## src/rtl/core/blr_pkg.sv

```systemverilog
// Shared types, request codes and helper functions for the LSB-first bit reader.
// No dependencies; every module of the reader imports this package.
`default_nettype none

package blr_pkg;

  // Default store depth in 32-bit words.
  localparam int STORE_WORDS_DEF = 256;

  // Stream widths: input payload padded to whole bytes, output is one word.
  localparam int S_TDATA_W = 72;
  localparam int S_TUSER_W = 3;
  localparam int M_TDATA_W = 32;

  // Request kinds carried on s_tuser.
  typedef enum logic [2:0] {
    REQ_LOAD  = 3'd0,
    REQ_START = 3'd1,
    REQ_READ  = 3'd2,
    REQ_PEEK  = 3'd3,
    REQ_SKIP  = 3'd4
  } req_t;

  // Read width codes.
  typedef enum logic [1:0] {
    WID_1  = 2'd0,
    WID_8  = 2'd1,
    WID_16 = 2'd2,
    WID_32 = 2'd3
  } wid_t;

  // Position update controls, top level to position unit.
  typedef struct packed {
    logic start;
    logic advance;
  } pos_ctl_t;

  // Word store port enables, top level to store.
  typedef struct packed {
    logic wr_en;
    logic rd_en;
  } store_ctl_t;

  // Bit count of a width code.
  function automatic logic [5:0] wid_bits(input wid_t w);
    logic [5:0] n;
    unique case (w)
      WID_1:   n = 6'd1;
      WID_8:   n = 6'd8;
      WID_16:  n = 6'd16;
      WID_32:  n = 6'd32;
      default: n = 6'd32;
    endcase
    return n;
  endfunction

  // Keep mask of a width code.
  function automatic logic [31:0] wid_mask(input wid_t w);
    logic [31:0] m;
    unique case (w)
      WID_1:   m = 32'h0000_0001;
      WID_8:   m = 32'h0000_00FF;
      WID_16:  m = 32'h0000_FFFF;
      WID_32:  m = 32'hFFFF_FFFF;
      default: m = 32'hFFFF_FFFF;
    endcase
    return m;
  endfunction

  // Remainder by shift and subtract; used on constants only, to build tables.
  function automatic int unsigned blr_mod(input int unsigned x, input int unsigned n);
    int unsigned r;
    r = 0;
    for (int i = 31; i >= 0; i--) begin
      r = (r << 1) | ((x >> i) & 32'd1);
      if (r >= n) begin
        r = r - n;
      end
    end
    return r;
  endfunction

endpackage

`default_nettype wire

```

## src/rtl/core/blr_pos.sv

```systemverilog
// Read position unit of the bit reader: word pointer and bit offset registers.
// Depends on blr_pkg (control struct, remainder helper for the wrap tables).
`default_nettype none

module blr_pos
  import blr_pkg::*;
#(
  parameter int  STORE_WORDS = STORE_WORDS_DEF,
  localparam int AW          = (STORE_WORDS > 1) ? $clog2(STORE_WORDS) : 1
) (
  input  wire logic          clk,
  input  wire logic          rst,
  input  wire pos_ctl_t      ctl,
  input  wire logic [9:0]    start_byte,
  input  wire logic [7:0]    word_index,
  input  wire logic [15:0]   count,
  output logic      [AW-1:0] word_ptr,
  output logic      [AW-1:0] word_ptr_inc,
  output logic      [4:0]    bit_ptr,
  output logic      [AW-1:0] load_addr
);

  localparam logic [AW+1:0] N_EXT = (AW + 2)'(STORE_WORDS);
  localparam logic [AW-1:0] LAST  = AW'(STORE_WORDS - 1);

  // Constant wrap tables: low byte mod N, and high nibble times 256 mod N.
  logic [AW-1:0] mod8_tab [256];
  logic [AW-1:0] hi_tab   [16];

  logic [16:0]   bit_sum;
  logic [11:0]   carry;
  logic [AW+1:0] wsum;
  logic [AW+1:0] wsum1;
  logic [AW+1:0] wsum2;
  logic [AW-1:0] word_ptr_next;
  logic [4:0]    bit_ptr_next;

  for (genvar g = 0; g < 256; g++) begin : g_mod8
    assign mod8_tab[g] = AW'(blr_mod(g, STORE_WORDS));
  end

  for (genvar h = 0; h < 16; h++) begin : g_hi
    assign hi_tab[h] = AW'(blr_mod(h * 256, STORE_WORDS));
  end

  // Words carried out of the bit offset, folded back into the store range.
  assign bit_sum = {12'd0, bit_ptr} + {1'b0, count};
  assign carry   = bit_sum[16:5];
  assign wsum    = {2'b00, word_ptr} + {2'b00, hi_tab[carry[11:8]]}
                 + {2'b00, mod8_tab[carry[7:0]]};
  assign wsum1   = (wsum >= N_EXT) ? wsum - N_EXT : wsum;
  assign wsum2   = (wsum1 >= N_EXT) ? wsum1 - N_EXT : wsum1;

  assign word_ptr_inc = (word_ptr == LAST) ? '0 : word_ptr + 1'b1;
  assign load_addr    = mod8_tab[word_index];

  always_comb begin
    word_ptr_next = word_ptr;
    bit_ptr_next  = bit_ptr;
    if (ctl.start) begin
      word_ptr_next = mod8_tab[start_byte[9:2]];
      bit_ptr_next  = {start_byte[1:0], 3'b000};
    end else if (ctl.advance) begin
      word_ptr_next = wsum2[AW-1:0];
      bit_ptr_next  = bit_sum[4:0];
    end
  end

  always_ff @(posedge clk) begin
    if (rst) begin
      word_ptr <= '0;
      bit_ptr  <= '0;
    end else begin
      word_ptr <= word_ptr_next;
      bit_ptr  <= bit_ptr_next;
    end
  end

endmodule

`default_nettype wire

```

## config.mk

```make
export PLATFORM = sky130hd
export DESIGN_NAME = blr_pos
export DESIGN_NICKNAME = d
export VERILOG_FILES = /design/src/rtl/core/blr_pkg.sv /design/src/rtl/core/blr_pos.sv
export SDC_FILE = /design/constraint.sdc
export NUM_CORES = 1
export LEC_CHECK = 0
export BUFFER_PORTS_ARGS = -buffer_cell sky130_fd_sc_hd__clkbuf_2
export CAP_MARGIN = 20
export CORE_MARGIN = 5
export CORE_UTILIZATION = 47
export CTS_CLUSTER_DIAMETER = 30
export CTS_CLUSTER_SIZE = 24
export DETAILED_ROUTE_END_ITERATION = 8
export PLACE_DENSITY = 0.86
export SYNTH_ARGS = -nofsm -noshare
export SYNTH_HDL_FRONTEND = slang
export SYNTH_SLANG_ARGS = --single-unit
```

## constraint.sdc

```tcl
create_clock -name clk -period 4.7 [get_ports clk]
set_input_delay 0.94 -clock clk [delete_from_list [all_inputs] [get_ports clk]]
set_output_delay 0.94 -clock clk [all_outputs]
set_load 0.05 [all_outputs]
```

# After elaboration in Yosys (flattened, before gate mapping)
# Memories as Yosys holds them, arrays and structs flattened.
# Index checks and enable logic that the tools add are counted.
classes:
  bitwise: 4
  order_cmp: 6
  add_sub_neg: 6
  eq_ne: 1
  reduce_logical: 2
  n_mux: 15
op_table:
  columns: ["op", "n"]
  rows:
  - ["$mux 8", 12]
  - ["$ge 9x9->1 const B", 3]
  - ["$not 8->9", 3]
  - ["$ge 10x9->1 const B", 2]
  - ["$add 5x16->17", 1]
  - ["$add 9x8->10", 1]
  - ["$mux 10", 1]
  - ["$mux 5", 2]
  - ["$sub 10x9->10 const B", 1]
  - ["$add 8x8->9", 1]
  - ["$add 8x1->8 const B", 1]
  - ["$eq 8x8->1 const B", 1]
  - ["$sub 8x1->8 const B", 1]
  - ["$ge 5x5->1 const B", 1]
  - ["$not 4->5", 1]
  - ["$reduce_bool 2->1", 1]
  - ["$reduce_or 2->1", 1]
totals:
  n_memories: 4
  in_bits: 38
  word_cells: 41
  rom_bits: 6272
  reg_bits: 13
memory_table:
  columns: ["name", "words", "word_bits", "rd", "rd_clocked_by_memory_dff", "wr", "line_no", "source"]
  rows:
  - ["(name not given)", 256, 8, 1, 0, 0, "blr_pos.sv:61", "word_ptr_next = mod8_tab[start_byte[9:2]];"]
  - ["(name not given)", 256, 8, 1, 0, 0, "blr_pos.sv:55", "assign load_addr = mod8_tab[word_index];"]
  - ["(name not given)", 256, 8, 1, 0, 0, "blr_pos.sv:50", "+ {2'b00, mod8_tab[carry[7:0]]};"]
  - ["(name not given)", 16, 8, 1, 0, 0, "blr_pos.sv:49", "assign wsum = {2'b00, word_ptr} + {2'b00, hi_tab[carry[11:8]]}"]

# Depth between registers and ports, before layout
logic_depth:
  ltp_word: 13
  mapped_depth: 13

# Worst setup path after synthesis
# Ideal clock, no wire load.
synth_timing:
  path_type: "register to output"
  start: "register word_ptr[1]"
  end: "output port word_ptr_inc[7]"
  slack_ns: 1.017
  arrival_ns: 2.743
  path_stages_with_launch: 4
  t_required_ns: 3.760
  cell_sequence: "dfxtp_1 and2_1 nand4_1 o41ai_1"
synth_via:
  elab_chain_len: 2
  elab_cells_between_ends: 3
  cone_classes: "1 x add/sub; 1 x eq/ne; 1 x mux"
synth_lines:
  columns: ["element", "line_no", "source"]
  rows:
  - ["start: declaration", "blr_pos.sv:17", "output logic [AW-1:0] word_ptr,"]
  - ["start signal: assignment", "blr_pos.sv:74", "word_ptr <= word_ptr_next;"]
  - ["$add 8x1->8 / $eq 8x8->1 (equally long branches)", "blr_pos.sv:54", "assign word_ptr_inc = (word_ptr == LAST) ? '0 : word_ptr + 1'b1;"]
  - ["$mux 8 (*)", "blr_pos.sv:54", null]
  - ["end: declaration", "blr_pos.sv:18", "output logic [AW-1:0] word_ptr_inc,"]
# Every way passes the cells marked *; elsewhere a longest branch is shown, timed or not.

# Worst setup path after layout
layout_timing:
  start: "input port count[0]"
  end: "register word_ptr[6]"
layout_via:
  elab_chain_len: 13
  elab_cells_between_ends: 19
  cone_classes: "5 x add/sub; 2 x order compare; 8 x mux; 2 x bitwise; 2 x memory"
layout_lines:
  columns: ["element", "line_no", "source"]
  rows:
  - ["start: declaration", "blr_pos.sv:16", "input wire logic [15:0] count,"]
  - ["$add 5x16->17 (*)", "blr_pos.sv:47", "assign bit_sum = {12'd0, bit_ptr} + {1'b0, count};"]
  - ["$not 4->5 (implied by the code)", "blr_pos.sv:49", null]
  - ["$mem_v2 16x8", null, null]
  - ["$mux 8 (implied by the code) (2 in a row)", "blr_pos.sv:49", null]
  - ["$add 8x8->9", "blr_pos.sv:49", null]
  - ["$add 9x8->10 (*)", "blr_pos.sv:50", null]
  - ["$sub 10x9->10 / $ge 10x9->1 (equally long branches)", "blr_pos.sv:51", "assign wsum1 = (wsum >= N_EXT) ? wsum - N_EXT : wsum;"]
  - ["$mux 10 (*)", "blr_pos.sv:51", null]
  - ["$sub 8x1->8 / $ge 10x9->1 (equally long branches)", "blr_pos.sv:52", "assign wsum2 = (wsum1 >= N_EXT) ? wsum1 - N_EXT : wsum1;"]
  - ["$mux 8 (*)", "blr_pos.sv:52", null]
  - ["$mux 8 (*)", "blr_pos.sv:63", "end else if (ctl.advance) begin"]
  - ["$mux 8 (*)", "blr_pos.sv:60", "if (ctl.start) begin"]
# Every way passes the cells marked *; elsewhere a longest branch is shown, timed or not. The select of a mux whose other input is x is not followed.
# A chain may end at the register's enable or synchronous reset.

==> flow_metrics.tcl <==
set metrics [dict create \
    period_minus_slack_ns 3.86 \
    synth_area_leaders "dfxtp_1 18%, ha_1 13%, xnor2_1 6.1%" \
    hpwl_um 2810 \
    outcome "completed" \
    fp-row-count 20 \
    grt_pass1_vias 1317 \
    place_congestion 0.856 \
    synth-async-reset-ratio_pct 0 \
    wl_per_cell_um 14.0 \
    clock_path_buffers 2 \
    hold_path.class "register to register" \
    skew_ns 0.00170 \
    synth_cells 178 \
    crit_arrival_ns 4.06 \
    p_leak_nw 0.818 \
    drive_above_1_share_pct 25.1 \
    drtIter0Drc 29 \
    boundaryPins 67 \
    clock-sinks 13 \
    post-cts-setup-buffers 0 \
    remaining_drc_errors 0 \
    syn_to_final_growth_pct 15.1 \
    grt_max_degree 18 \
    die_y_um 65.5 \
    cts_buffers 3 \
    yosys_warnings 0 \
    worst_ir_drop_vdd_mv 0.241 \
    fin_setup_tns_ns 0 \
    avgSynthCellArea_sq_um 8.13 \
    antenna_left 0 \
    grt_first_pass_wirelength_um 5610 \
    antenna_cells 0 \
    syn-cell-area_sq_mm 0.00145 \
    wl_um 3470 \
    cts_max_level 1 \
    core_sq_mm 0.00300 \
    path_class "input pin to register" \
    cp-end-kind "register" \
    drv_cap 0 \
    cts_root_buf "clkbuf_4" \
    die_w_um 65.5 \
    placed_area_sq_mm 0.00164 \
    cts_hold_buf 0 \
    maxSlewHeadroom_pct 69.9 \
    max_freq_ghz 0.259 \
    io_buffers 47 \
    nets 271 \
    grt.total_usage_pct 16.5 \
    fin_area_sq_mm 0.00167 \
    finalHoldViolations 0 \
    ys_types 41 \
    antenna_found_initial 0 \
    cts_resized 0 \
    final.setup.worst_slack_ns 0.840 \
    via_count 1428 \
    worstSkewPairLatency_ns 0.27 \
    vias_per_cell 5.76 \
    synth-edff-count 0 \
    ys.flop_type "dfxtp_1" \
    synth_seq_cells 13 \
    synth_top_area_cell "dfxtp_1" \
    syn_nets 233 \
    start_util_pct 48.2 \
    p_per_area_mw_per_mm2 256 \
    post-route-period-util_pct 82.1 \
    place_ws_ns 0.632 \
    power_uw 426 \
    netlist.area_leader.share_pct 18.0 \
    grt-ovfl-total 0 \
    worst_pin_slew_ns 0.449 \
    cp-start-kind "input pin" \
    clk_pin_slew_ns 0.08 \
    setup_violations 0 \
    drtPass1Iterations 4 \
    cts_tree "yes" \
    cp.required_ns 4.91 \
    die_area_sq_mm 0.00429 \
    report.final.slew_viol_count 0 \
    worstPathMaxFanout 4 \
    yosysSeqAreaShare_pct 18.0 \
    rsz0062_at_grt "false" \
]
==> cells in the final DEF (no fill, tap or decap), types with 2 or more instances in the layout <==
cell	count
nor3_1	8
nand2_1	8
fa_1	2
a21oi_1	13
nor2_1	14
or3_1	4
xor2_1	7
clkbuf_2	47
ha_1	15
nand3_1	4
o311ai_1	2
inv_1	10
and3_1	2
a211oi_1	10
nand4_1	2
dfxtp_1	13
a21o_1	5
clkbuf_4	3
nand2b_1	2
xnor2_1	10
mux2i_1	6
o21bai_1	2
o2111ai_1	2
o21ai_0	7
==> worst paths after layout <==
path	slack, ns	from	end	depth (start not counted)
setup / recovery	0.84	count[0]	word_ptr[6]	13
hold / removal	0.52	bit_ptr[2]	bit_ptr[2]	2
setup reg to reg	1.26	bit_ptr[0]	word_ptr[6]	12
hold reg to reg	0.52	bit_ptr[2]	bit_ptr[2]	2
==> synth_stat cells, drive strengths merged, types with 2 or more instances <==
| cell type | count |
|---|---|
| o311ai | 2 |
| clkbuf | 5 |
| o211ai | 2 |
| ha | 15 |
| nand3 | 4 |
| inv | 10 |
| dfxtp | 13 |
| nor3 | 8 |
| mux2i | 6 |
| nand4 | 3 |
| a21o | 5 |
| fa | 2 |
| o21bai | 2 |
| buf | 9 |
| or3 | 4 |
| o2111ai | 2 |
| o21ai | 8 |
| xor2 | 7 |
| nand2b | 2 |
| xnor2 | 10 |
| a21oi | 13 |
| nand2 | 8 |
| o41ai | 2 |
| and3 | 2 |
| a211oi | 10 |
| nor2 | 14 |
==> layout make-up <==
cell class,count,area [sq um]
Multi-Input combinational cell,141,1060
Tap cell,33,41.3
Timing Repair Buffer,47,235
Fill cell,288,1340
Inverter,10,37.5
Clock buffer,4,26.3
Sequential cell,13,260
==> routing by layer <==
layer	global-route usage, %	vias to the layer above	share of wire [%]
li1	-	728	-
met1	20.3	643	45
met2	29.2	54	47
met3	5.13	3	7.4
met4	1.55	0	0.58
met5	0	-	0
==> power breakdown <==
part / internal [mW] / total (mW) / switching [mW]
sequential: 0.119 / 0.134 / 0.0151
combinational: 0.0789 / 0.223 / 0.144
clock: 0.0329 / 0.0680 / 0.0351
==> state kept, by name (all words and copies together), names as in the netlist <==
register / count
bit_ptr: 5
word_ptr: 8
==> through the flow <==
stage,hold WS (ns),cells,utilization [%]
2_1_floorplan,0.708,178,-
3_3_place_gp,0.501,244,54.6
3_5_place_dp,0.507,244,54.6
4_1_cts,0.521,248,55.5
5_1_grt,0.593,248,55.5
6_report,0.520,248,55.5
==> critical path: stages <==
cell	delay (ns)
clkbuf_2	0.08
ha_1	0.22
fa_1	0.43
a211oi_1	0.43
o21a_1	0.27
nand2b_1	0.14
xnor2_1	0.12
fa_1	0.45
a21o_1	0.19
a211oi_1	0.33
o2111ai_1	0.17
o41a_1	0.13
a31oi_1	0.15
==> kinds of logic after synthesis <==
group           synth area share (%)
mux                             4.15
compound gates                  27.4
flops                           18.0
simple gates                    16.0
fa+ha+maj                       15.7
buf+inv                         8.39
xor+xnor                        10.3
(Power assumes the default switching activity.)
